<file path="src/design/bcsh_pkg.sv">
// Shared types, constants and arithmetic helpers for the bit crusher with sample and hold.
`timescale 1ns / 1ps
`default_nettype none

package bcsh_pkg;

	// Frame layout.
	localparam int CHANNELS    = 2;
	localparam int SAMPLE_BITS = 16;
	localparam int TDATA_W     = CHANNELS * SAMPLE_BITS;

	// Datapath widths.
	localparam int ACC_W = 34;
	localparam int OPD_W = 18;
	localparam int DIV_W = 24;
	localparam int MR1_W = 16;
	localparam int MR2_W = 10;
	localparam int CNT_W = 4;

	// Number of radix-4 digit steps in each serial phase.
	localparam logic [CNT_W-1:0] K_STEPS     = 4'd3;
	localparam logic [CNT_W-1:0] DIV_STEPS   = 4'd12;
	localparam logic [CNT_W-1:0] RECIP_STEPS = 4'd8;
	localparam logic [CNT_W-1:0] MIX_STEPS   = 4'd5;

	// The divide-by-ten runs on an unsigned dividend: 10 * 2^19 lifts any product above
	// zero, and the extra 5 is the rounding term of the drive division.
	localparam logic signed [ACC_W-1:0] DIV_BIAS    = 34'sd5242885;
	localparam logic signed [ACC_W-1:0] QUOT_OFFSET = 34'sd524288;

	// Rounding terms and saturation bounds.
	localparam logic signed [ACC_W-1:0] RND_Q15 = 34'sd16384;
	localparam logic signed [ACC_W-1:0] RND_MIX = 34'sd128;
	localparam logic signed [ACC_W-1:0] SAT_HI  = 34'sd32767;
	localparam logic signed [ACC_W-1:0] SAT_LO  = -34'sd32768;

	// Configuration register indexes.
	typedef enum logic [1:0] {
		REG_BYPASS    = 2'd0,
		REG_BIT_DEPTH = 2'd1,
		REG_RATE      = 2'd2,
		REG_WET_MIX   = 2'd3
	} reg_idx_t;

	// Sequencer states.
	typedef enum logic [3:0] {
		ST_IDLE,
		ST_MULK,
		ST_BIAS,
		ST_DIV,
		ST_HOLD,
		ST_QUANT,
		ST_RECIP,
		ST_WET,
		ST_MIX,
		ST_OUT
	} state_t;

	// Q1.15 reciprocal of the drive gain, indexed by bit depth minus one.
	function automatic logic [15:0] recip_q15(input logic [3:0] idx);
		logic [15:0] r;
		case (idx)
			4'd0:    r = 16'd4681;
			4'd1:    r = 16'd4965;
			4'd2:    r = 16'd5285;
			4'd3:    r = 16'd5650;
			4'd4:    r = 16'd6068;
			4'd5:    r = 16'd6554;
			4'd6:    r = 16'd7123;
			4'd7:    r = 16'd7802;
			4'd8:    r = 16'd8623;
			4'd9:    r = 16'd9638;
			4'd10:   r = 16'd10923;
			4'd11:   r = 16'd12603;
			4'd12:   r = 16'd14895;
			4'd13:   r = 16'd18204;
			4'd14:   r = 16'd23406;
			default: r = 16'd32768;
		endcase
		return r;
	endfunction

	// Signed operand times one unsigned radix-4 digit.
	function automatic logic signed [ACC_W-1:0] mul_digit(
		input logic signed [OPD_W-1:0] a,
		input logic [1:0] d
	);
		logic signed [ACC_W-1:0] ax;
		logic signed [ACC_W-1:0] p1;
		logic signed [ACC_W-1:0] p2;
		ax = ACC_W'(a);
		p2 = d[1] ? (ax <<< 1) : '0;
		p1 = d[0] ? ax : '0;
		return p2 + p1;
	endfunction

	// Clamp a wide signed value to the sample range.
	function automatic logic signed [SAMPLE_BITS-1:0] sat_sample(
		input logic signed [ACC_W-1:0] v
	);
		logic signed [SAMPLE_BITS-1:0] r;
		if (v > SAT_HI) begin
			r = SAT_HI[SAMPLE_BITS-1:0];
		end else if (v < SAT_LO) begin
			r = SAT_LO[SAMPLE_BITS-1:0];
		end else begin
			r = v[SAMPLE_BITS-1:0];
		end
		return r;
	endfunction

endpackage

`default_nettype wire

</file>
<file path="src/design/bit_crusher_sample_hold.sv">
// Stereo bit crusher with sample-and-hold rate reduction, built on radix-4 serial arithmetic.
`timescale 1ns / 1ps
`default_nettype none

// One request on the slave stream carries a stereo Q1.15 frame and yields exactly one output
// frame on the master stream. Each frame taken outside bypass advances a Q8.8 phase by one;
// when it reaches rate_reduction the hold registers take the input times the drive gain 1 +
// (16 - bits) * 0.4. The held value is rounded to the chosen bit depth, divided by the drive
// through a reciprocal table and blended with the dry sample by wet_mix. Both channels run
// side by side in their own lanes under one sequencer, and every product and the divide by
// ten are formed two bits per cycle. After the request is taken, a processed frame runs 3
// drive multiply steps, a bias step, 12 divide steps, a hold step, a quantize step, 8
// reciprocal multiply steps, a step to round the wet value, 5 mix steps and the output write,
// which waits until the output register is free. In bypass a frame skips to the output write.
// A new request is taken while the previous result still waits in the output register. The
// user must write registers only while no frame is in flight; the block does not enforce it.
module bit_crusher_sample_hold
	import bcsh_pkg::*;
(
	input  wire logic               clk,
	input  wire logic               arst_n,
	// Input frame stream.
	input  wire logic               s_tvalid,
	output logic                    s_tready,
	input  wire logic [TDATA_W-1:0] s_tdata,   // [15:0] in_left, [31:16] in_right
	// Output frame stream.
	output logic                    m_tvalid,
	input  wire logic               m_tready,
	output logic [TDATA_W-1:0]      m_tdata,   // [15:0] out_left, [31:16] out_right
	// Register write port.
	input  wire logic               cfg_we,
	input  wire logic [1:0]         cfg_addr,
	input  wire logic [15:0]        cfg_data
);

	// Configuration registers.
	logic        bypass_q;
	logic [4:0]  bit_depth_q;
	logic [15:0] rate_q;
	logic [8:0]  wet_mix_q;

	// Sequencer and frame state.
	state_t                 state_q;
	state_t                 state_d;
	logic [CNT_W-1:0]       cnt_q;
	logic [CNT_W-1:0]       cnt_d;
	logic                   out_valid_q;
	logic [16:0]            phase_q;
	logic                   load_q;
	logic signed [SAMPLE_BITS-1:0] held_q [CHANNELS];

	// Lane datapath registers.
	logic signed [SAMPLE_BITS-1:0] dry_q [CHANNELS];
	logic signed [ACC_W-1:0]       acc_q [CHANNELS];
	logic signed [OPD_W-1:0]       opa_q [CHANNELS];
	logic signed [OPD_W-1:0]       opb_q [CHANNELS];
	logic [DIV_W-1:0]              dq_q  [CHANNELS];
	logic [3:0]                    rem_q [CHANNELS];
	logic [SAMPLE_BITS-1:0]        out_q [CHANNELS];

	// Shared multiplier digit registers.
	logic [MR1_W-1:0] mr1_q;
	logic [MR2_W-1:0] mr2_q;

	// Lane combinational results.
	logic signed [ACC_W-1:0]       acc_step  [CHANNELS];
	logic [DIV_W-1:0]              div_init  [CHANNELS];
	logic [DIV_W-1:0]              dq_next   [CHANNELS];
	logic [3:0]                    rem_next  [CHANNELS];
	logic signed [SAMPLE_BITS-1:0] hold_new  [CHANNELS];
	logic signed [OPD_W-1:0]       quant_val [CHANNELS];
	logic signed [OPD_W-1:0]       wet_val   [CHANNELS];
	logic signed [SAMPLE_BITS-1:0] mix_out   [CHANNELS];

	// Derived controls.
	logic        accept;
	logic        out_load;
	logic [4:0]  b_eff;
	logic [3:0]  b_idx;
	logic [5:0]  k_val;
	logic [3:0]  q_shift;
	logic [8:0]  mix_eff;
	logic [8:0]  dry_wt;
	logic [16:0] rate_eff;
	logic [16:0] phase_sum;
	logic        load_now;
	logic [16:0] phase_next;

	assign s_tready = (state_q == ST_IDLE);
	assign accept   = s_tvalid && s_tready;
	assign out_load = (state_q == ST_OUT) && (!out_valid_q || m_tready);
	assign m_tvalid = out_valid_q;

	// Pack the output lanes, left channel in the low bits.
	always_comb begin
		for (int c = 0; c < CHANNELS; c++) begin
			m_tdata[c*SAMPLE_BITS +: SAMPLE_BITS] = out_q[c];
		end
	end

	// Register writes.
	always_ff @(posedge clk or negedge arst_n) begin
		if (!arst_n) begin
			bypass_q    <= 1'b0;
			bit_depth_q <= 5'd8;
			rate_q      <= 16'd256;
			wet_mix_q   <= 9'd256;
		end else if (cfg_we) begin
			case (reg_idx_t'(cfg_addr))
				REG_BYPASS:    bypass_q    <= cfg_data[0];
				REG_BIT_DEPTH: bit_depth_q <= cfg_data[4:0];
				REG_RATE:      rate_q      <= cfg_data;
				REG_WET_MIX:   wet_mix_q   <= cfg_data[8:0];
				default:       bypass_q    <= bypass_q;
			endcase
		end
	end

	// Clamp the registers to their working ranges and derive the per-depth constants.
	always_comb begin
		if (bit_depth_q == 5'd0) begin
			b_eff = 5'd1;
		end else if (bit_depth_q > 5'd16) begin
			b_eff = 5'd16;
		end else begin
			b_eff = bit_depth_q;
		end
		b_idx    = 4'(b_eff - 5'd1);
		k_val    = 6'd37 - {b_eff, 1'b0};
		q_shift  = 4'(5'd16 - b_eff);
		mix_eff  = (wet_mix_q > 9'd256) ? 9'd256 : wet_mix_q;
		dry_wt   = 9'd256 - mix_eff;
		rate_eff = {1'b0, (rate_q < 16'd256) ? 16'd256 : rate_q};
	end

	// Phase accumulator advance for the frame being taken.
	always_comb begin
		phase_sum  = phase_q + 17'd256;
		load_now   = (phase_sum >= rate_eff);
		phase_next = load_now ? (phase_sum - rate_eff) : phase_sum;
	end

	// Per-lane arithmetic.
	always_comb begin
		for (int c = 0; c < CHANNELS; c++) begin
			logic signed [ACC_W-1:0] bias_sum;
			logic [5:0]              t;
			logic signed [ACC_W-1:0] hold_wide;
			logic signed [16:0]      h_ext;
			logic signed [16:0]      half;
			logic [16:0]             qmask;
			logic [16:0]             qsum;
			logic signed [ACC_W-1:0] wsum;
			logic signed [ACC_W-1:0] msum;

			// One radix-4 multiply-accumulate step, most significant digit first.
			acc_step[c] = (acc_q[c] <<< 2)
				+ mul_digit(opa_q[c], mr1_q[MR1_W-1 -: 2])
				+ mul_digit(opb_q[c], mr2_q[MR2_W-1 -: 2]);

			// Dividend for the drive division: 2 * x * k + 5, lifted above zero.
			bias_sum    = (acc_q[c] <<< 1) + DIV_BIAS;
			div_init[c] = bias_sum[DIV_W-1:0];

			// One radix-4 digit of the divide by ten.
			t = {rem_q[c], dq_q[c][DIV_W-1 -: 2]};
			if (t >= 6'd30) begin
				rem_next[c] = 4'(t - 6'd30);
				dq_next[c]  = {dq_q[c][DIV_W-3:0], 2'd3};
			end else if (t >= 6'd20) begin
				rem_next[c] = 4'(t - 6'd20);
				dq_next[c]  = {dq_q[c][DIV_W-3:0], 2'd2};
			end else if (t >= 6'd10) begin
				rem_next[c] = 4'(t - 6'd10);
				dq_next[c]  = {dq_q[c][DIV_W-3:0], 2'd1};
			end else begin
				rem_next[c] = t[3:0];
				dq_next[c]  = {dq_q[c][DIV_W-3:0], 2'd0};
			end

			// Remove the lift from the quotient and saturate.
			hold_wide   = $signed(ACC_W'(dq_q[c][19:0])) - QUOT_OFFSET;
			hold_new[c] = sat_sample(hold_wide);

			// Round the held value to the step size, halves upward, and clip at the top.
			h_ext = 17'(held_q[c]);
			half  = $signed((17'd1 << q_shift) >> 1);
			qmask = 17'h1FFFF << q_shift;
			qsum  = (h_ext + half) & qmask;
			if (!qsum[16] && qsum[15]) begin
				quant_val[c] = OPD_W'(SAT_HI);
			end else begin
				quant_val[c] = OPD_W'($signed(qsum[15:0]));
			end

			// Scale the reciprocal product back to Q1.15.
			wsum       = acc_q[c] + RND_Q15;
			wet_val[c] = OPD_W'(wsum >>> 15);

			// Dry and wet blend out of 256.
			msum       = acc_q[c] + RND_MIX;
			mix_out[c] = sat_sample(msum >>> 8);
		end
	end

	// Sequencer next state.
	always_comb begin
		state_d = state_q;
		cnt_d   = cnt_q;
		case (state_q)
			ST_IDLE: begin
				if (s_tvalid) begin
					if (bypass_q) begin
						state_d = ST_OUT;
					end else begin
						state_d = ST_MULK;
						cnt_d   = K_STEPS - 4'd1;
					end
				end
			end
			ST_MULK: begin
				if (cnt_q == '0) begin
					state_d = ST_BIAS;
				end else begin
					cnt_d = cnt_q - 4'd1;
				end
			end
			ST_BIAS: begin
				state_d = ST_DIV;
				cnt_d   = DIV_STEPS - 4'd1;
			end
			ST_DIV: begin
				if (cnt_q == '0) begin
					state_d = ST_HOLD;
				end else begin
					cnt_d = cnt_q - 4'd1;
				end
			end
			ST_HOLD: begin
				state_d = ST_QUANT;
			end
			ST_QUANT: begin
				state_d = ST_RECIP;
				cnt_d   = RECIP_STEPS - 4'd1;
			end
			ST_RECIP: begin
				if (cnt_q == '0) begin
					state_d = ST_WET;
				end else begin
					cnt_d = cnt_q - 4'd1;
				end
			end
			ST_WET: begin
				state_d = ST_MIX;
				cnt_d   = MIX_STEPS - 4'd1;
			end
			ST_MIX: begin
				if (cnt_q == '0) begin
					state_d = ST_OUT;
				end else begin
					cnt_d = cnt_q - 4'd1;
				end
			end
			ST_OUT: begin
				if (!out_valid_q || m_tready) begin
					state_d = ST_IDLE;
				end
			end
			default: begin
				state_d = ST_IDLE;
			end
		endcase
	end

	// Sequencer state, phase, hold registers and output valid.
	always_ff @(posedge clk or negedge arst_n) begin
		if (!arst_n) begin
			state_q     <= ST_IDLE;
			cnt_q       <= '0;
			out_valid_q <= 1'b0;
			phase_q     <= '0;
			load_q      <= 1'b0;
			for (int c = 0; c < CHANNELS; c++) begin
				held_q[c] <= '0;
			end
		end else begin
			state_q <= state_d;
			cnt_q   <= cnt_d;
			if (accept && !bypass_q) begin
				phase_q <= phase_next;
				load_q  <= load_now;
			end
			if ((state_q == ST_HOLD) && load_q) begin
				for (int c = 0; c < CHANNELS; c++) begin
					held_q[c] <= hold_new[c];
				end
			end
			if (out_load) begin
				out_valid_q <= 1'b1;
			end else if (m_tready) begin
				out_valid_q <= 1'b0;
			end
		end
	end

	// Shared multiplier digits: loaded per phase, shifted two bits per step.
	always_ff @(posedge clk) begin
		case (state_q)
			ST_IDLE: begin
				if (accept) begin
					mr1_q <= {k_val, 10'd0};
					mr2_q <= '0;
				end
			end
			ST_MULK, ST_RECIP, ST_MIX: begin
				mr1_q <= mr1_q << 2;
				mr2_q <= mr2_q << 2;
			end
			ST_QUANT: begin
				mr1_q <= recip_q15(b_idx);
				mr2_q <= '0;
			end
			ST_WET: begin
				mr1_q <= {1'b0, dry_wt, 6'd0};
				mr2_q <= {1'b0, mix_eff};
			end
			default: begin
				mr1_q <= mr1_q;
			end
		endcase
	end

	// Lane datapath registers.
	always_ff @(posedge clk) begin
		for (int c = 0; c < CHANNELS; c++) begin
			case (state_q)
				ST_IDLE: begin
					if (accept) begin
						dry_q[c] <= $signed(s_tdata[c*SAMPLE_BITS +: SAMPLE_BITS]);
						opa_q[c] <= OPD_W'($signed(s_tdata[c*SAMPLE_BITS +: SAMPLE_BITS]));
						opb_q[c] <= '0;
						acc_q[c] <= '0;
					end
				end
				ST_MULK, ST_RECIP, ST_MIX: begin
					acc_q[c] <= acc_step[c];
				end
				ST_BIAS: begin
					dq_q[c]  <= div_init[c];
					rem_q[c] <= '0;
				end
				ST_DIV: begin
					dq_q[c]  <= dq_next[c];
					rem_q[c] <= rem_next[c];
				end
				ST_QUANT: begin
					opa_q[c] <= quant_val[c];
					opb_q[c] <= '0;
					acc_q[c] <= '0;
				end
				ST_WET: begin
					opa_q[c] <= OPD_W'(dry_q[c]);
					opb_q[c] <= wet_val[c];
					acc_q[c] <= '0;
				end
				ST_OUT: begin
					if (out_load) begin
						out_q[c] <= bypass_q ? dry_q[c] : mix_out[c];
					end
				end
				default: begin
					acc_q[c] <= acc_q[c];
				end
			endcase
		end
	end

`ifndef SYNTHESIS
	// The phase only moves when a frame is taken outside bypass.
	a_phase_frozen: assert property (@(posedge clk) disable iff (!arst_n)
		!(accept && !bypass_q) |=> $stable(phase_q))
		else $error("phase accumulator moved without a processed request");

	// A result appears only after the sequencer reached its output step.
	a_out_from_seq: assert property (@(posedge clk) disable iff (!arst_n)
		$rose(out_valid_q) |-> ($past(state_q) == ST_OUT))
		else $error("output valid rose outside the output step");

	// The divide-by-ten remainder stays below the divisor in every lane.
	for (genvar g = 0; g < CHANNELS; g++) begin : g_rem_chk
		a_rem_bound: assert property (@(posedge clk) disable iff (!arst_n)
			(state_q == ST_DIV) |-> (rem_q[g] < 4'd10))
			else $error("divider remainder out of range");
	end
`endif

endmodule

`default_nettype wire
</file>
<file path="config.mk">
export PLATFORM = sky130hd
export DESIGN_NAME = bit_crusher_sample_hold
export DESIGN_NICKNAME = d
export VERILOG_FILES = /design/src/design/bcsh_pkg.sv /design/src/design/bit_crusher_sample_hold.sv
export SDC_FILE = /design/constraint.sdc
export NUM_CORES = 1
export LEC_CHECK = 0
export BUFFER_PORTS_ARGS = -buffer_cell sky130_fd_sc_hd__buf_4
export CAP_MARGIN = 30
export CORE_MARGIN = 5
export CORE_UTILIZATION = 30
export CTS_BUF_LIST = sky130_fd_sc_hd__clkbuf_2
export DETAILED_ROUTE_END_ITERATION = 8
export PLACE_DENSITY_LB_ADDON = 0.12
export SYNTH_ARGS = -nofsm -noshare
export SYNTH_HDL_FRONTEND = slang
export SYNTH_SLANG_ARGS = --single-unit
export TNS_END_PERCENT = 10
</file>
<file path="constraint.sdc">
create_clock -name clk -period 10 [get_ports clk]
set_clock_uncertainty 0.1 [all_clocks]
set_input_delay 0 -clock clk [delete_from_list [all_inputs] [get_ports clk]]
set_output_delay 0 -clock clk [all_outputs]
set_load 0.01 [all_outputs]
</file>
==> run_results.csv <==
group,metric,value,unit
logic_synthesis,yosys.area.top_type_share,29.9,%
route,drc_errors,0,
placed_design,placedCellCount,4265,
critical_path,critPathCaptureType,"flop",
die,die_x,317,µm
route,drtIter0Drc,1770,
route,dr_wl_met3,4950,µm
timing,fin_crit,6410,ps
timing,fin_crit_sh,64.1,%
critical_path,r2r_setup_slack,3590,ps
logic_synthesis,synthSimpleGateAreaFrac,17.0,%
logic_synthesis,synth-compound-area-share,14.9,%
critical_path,arrival,7300,ps
grt,grt_max_degree,60,
logic_synthesis,syn-cell-area,0.0284,mm²
critical_path,slowest_stage,"nor2b_1",
critical_path,cp_data_required_time,10890,ps
die,die_h,317,µm
logic_synthesis,async_reset_ff_share,24.2,%
final_layout,post-route-util,35.6,%
timing,whs,206,ps
grt,antenna_found_initial,5,
die,core_area,0.0936,mm²
critical_path,regToRegStartpoint,"bit_depth_q[4]",
logic_synthesis,synth_most_common_cell,"inv_1",
route,drt_first_pass_iters,6,
logic_synthesis,synthTopCellsByCount,"inv_1 (304), nand2_1 (303), edfxtp_1 (282), nor2_1 (253), a21oi_1 (237)",
critical_path,cp_common_cell,"ha_1",
critical_path,critPathCapture,"opa_q[0][1]",
critical_path,path_class,"flop to flop",
final_layout,syn_to_final_growth,17.6,%
critical_path,path_cells,"nor2b_1, inv_1, ha_1, inv_1, ha_1, nand2_1, nor2_1, xor2_1, ha_1, a221o_1, a41oi_1, or3_1, a211oi_2, o21ai_2, or4_4, a211oi_2, nor3_2, buf_6, a22oi_1",
timing,max_freq,156,MHz
route,wl_met1,43000,µm
die,die-area,0.101,mm²
die,rows,112,
die,initial_utilization,30.3,%
final_layout,fin_nets,3625,
timing,worstMarginPinSlew,961,ps
route,wl,93500,µm
critical_path,slowest_delay,780,ps
route,wl_per_cell,20.1,µm
grt,grt_pass1_wl,143000,µm
route,wl_met2,43200,µm
critical_path,crit_path_start_kind,"flop",
logic_synthesis,synth_fa_ha_area_share,15.9,%
route,top_layer_used,"met5",
clock_tree,cts_buffer_depth,3,
timing,tns,0,ps
clock_tree,cts_tree,"built",
clock_tree,clock_sinks,372,
logic_synthesis,synth_xor_area_share,6.76,%
clock_tree,cts_buffers,111,
flow_run,cap_violations,0,
logic_synthesis,synth.distinct_cells,90,
timing,rsz0062_at_grt,"no",
clock_tree,root_buffer,"clkbuf_2",
clock_tree,path_clk_slew,100,ps
timing,maxSlewViolCount,0,
grt,grt_util_all_layers,18.1,%
logic_synthesis,yosys_warnings,0,
logic_synthesis,ys_seq_area_share,37.8,%
logic_synthesis,synth_mux_area_share,1.85,%
grt,grt_overflow,0,
route,route.vias.total,23132,
placed_design,portBuffers,88,
critical_path,rr_endpoint,"opa_q[0][1]",
logic_synthesis,avgSynthCellArea,9.42,µm²
timing,max_slew_margin,35.9,%
clock_tree,htree_levels,3,
logic_synthesis,synth_nets,3340,
route,viasPerCell,4.98,
grt,grt_pass1_vias,23718,
final_layout,layout-drive-gt1-share,11.6,%
logic_synthesis,synth_top_family_by_area,"simple AND/OR/NAND/NOR gates",
critical_path,crit_start,"bit_depth_q[4]",
timing,setup_viol,0,
run_status,status,"finished, final reports clean",
die,io_pins,89,
hold_path,hp-class,"input port to flop",
timing,hold_viol,0,
critical_path,r2r_cells,19,
logic_synthesis,synth_cells,3010,
route,ant_nets,0,
final_layout,fillers,9683,
final_layout,fin_cells,4648,
clock_tree,clock_latency,1240,ps
logic_synthesis,ys_top_cells_by_area,"edfxtp_1 (30%), fa_1 (9.8%), dfrtp_1 (7.7%)",
placed_design,hpwl,71100,µm
clock_tree,postCtsSetupRepairBufs,0,
logic_synthesis,ys_seq_elements,372,
logic_synthesis,synth.largest_area_cell,"edfxtp_1",
logic_synthesis,synth-main-ff-cell,"edfxtp_1",
critical_path,cp_max_fo,16,
logic_synthesis,synth_edf_count,282,
placed_design,gp_congestion,0.883,
cell type report:
class / instances / area (µm²) / share of cell area, %
repair buffers: 295 / 2800 / 8.39
inverters: 305 / 1140 / 3.43
clock buffers: 161 / 806 / 2.42
flip-flops and latches: 372 / 10700 / 32.2
clock inverters: 45 / 248 / 0.743
multi-input cells: 2210 / 16000 / 48.1
well taps: 1254 / 1570 / 4.70
diodes: 6 / 15.0 / 0.0450
per-layer routing:
| metal | track usage [%] | vias to the layer above |
|---|---|---|
| met5 | 0 | - |
| met2 | 29.4 | 584 |
| li1 | - | 11056 |
| met1 | 24.8 | 11362 |
| met4 | 5.09 | 2 |
| met3 | 3.36 | 128 |
registers in the layout, indices dropped and copies added, names as in the netlist, 4 cells and up:
register / flops
wet_mix_q: 9
cnt_q: 4
dq_q: 48
acc_q: 68
bit_depth_q: 5
rem_q: 8
opb_q: 36
held_q: 32
dry_q: 32
state_q: 4
out_q: 32
mr2_q: 10
phase_q: 17
opa_q: 32
rate_q: 16
mr1_q: 16
through the flow:
step                      worst slack (ps)  instance area, µm²
final                                 3590               33400
after global placement                3170               30300
after CTS                             3530               33300
after detailed placement              3440               30500
after floorplan                       4540               28400
after global routing                  3110               33300
worst max-delay path: cells and delay by family, from the launching register on:
family | cells | cell delay [ps]
AND/OR/NAND/NOR | 6 | 2540
AO/OA/AOI/OAI | 6 | 1250
adder cells (fa/ha/maj) | 3 | 1010
flip-flops | 1 | 580
buffers and inverters | 3 | 510
XOR/XNOR | 1 | 200
layout by cell type, fill, tap and decap left out, types with 14 or more instances in the layout:
| master | instances |
|---|---|
| a21o_1 | 45 |
| nor3_1 | 66 |
| nor2_1 | 251 |
| o21a_1 | 22 |
| and3_1 | 30 |
| a31oi_1 | 17 |
| xnor2_1 | 167 |
| nand2b_1 | 19 |
| nor4_1 | 16 |
| a2bb2oi_1 | 19 |
| dlygate4sd3_1 | 169 |
| clkbuf_2 | 161 |
| dfrtp_1 | 87 |
| ha_1 | 136 |
| o21ai_0 | 136 |
| edfxtp_1 | 282 |
| or2_2 | 15 |
| a211oi_1 | 14 |
| nand3_1 | 69 |
| or3_1 | 15 |
| nand2_1 | 302 |
| xor2_1 | 52 |
| fa_1 | 139 |
| buf_4 | 115 |
| and2_1 | 139 |
| mux2_2 | 35 |
| o22a_1 | 17 |
| inv_1 | 303 |
| clkinv_1 | 33 |
| nor2b_1 | 18 |
| nand4_1 | 22 |
| a21oi_1 | 236 |
| o31ai_1 | 17 |
worst min path at each step:
| stage | cells after the start | start | slack [ps] | end |
|---|---|---|---|---|
| global route | 4 | s_tvalid | 90 | acc_q[0][2] |
| global placement | 1 | arst_n | -80 | m_tvalid |
| finish | 5 | cfg_we | 210 | bypass_q |
| detailed placement | 1 | arst_n | -70 | m_tvalid |
| CTS | 5 | cfg_we | 7 | bypass_q |
| floorplan | 0 | arst_n | -400 | bit_depth_q[0] |
cell families after synthesis:
kind of cell	count (synthesis)
compound gates	658
flops	372
fa+ha+maj	278
simple gates	1007
buf+inv	428
xor+xnor	219
mux	48
timing repair:
item / in CTS / in global routing
gates resized for setup: 0 / 0
hold buffers: 170 / 0
setup endpoints to repair: 0 / 0
endpoints found under the hold margin: 408 / 0
Power is not shown: default switching activity piles up to over one toggle a cycle in this logic, so the estimate is an artifact.
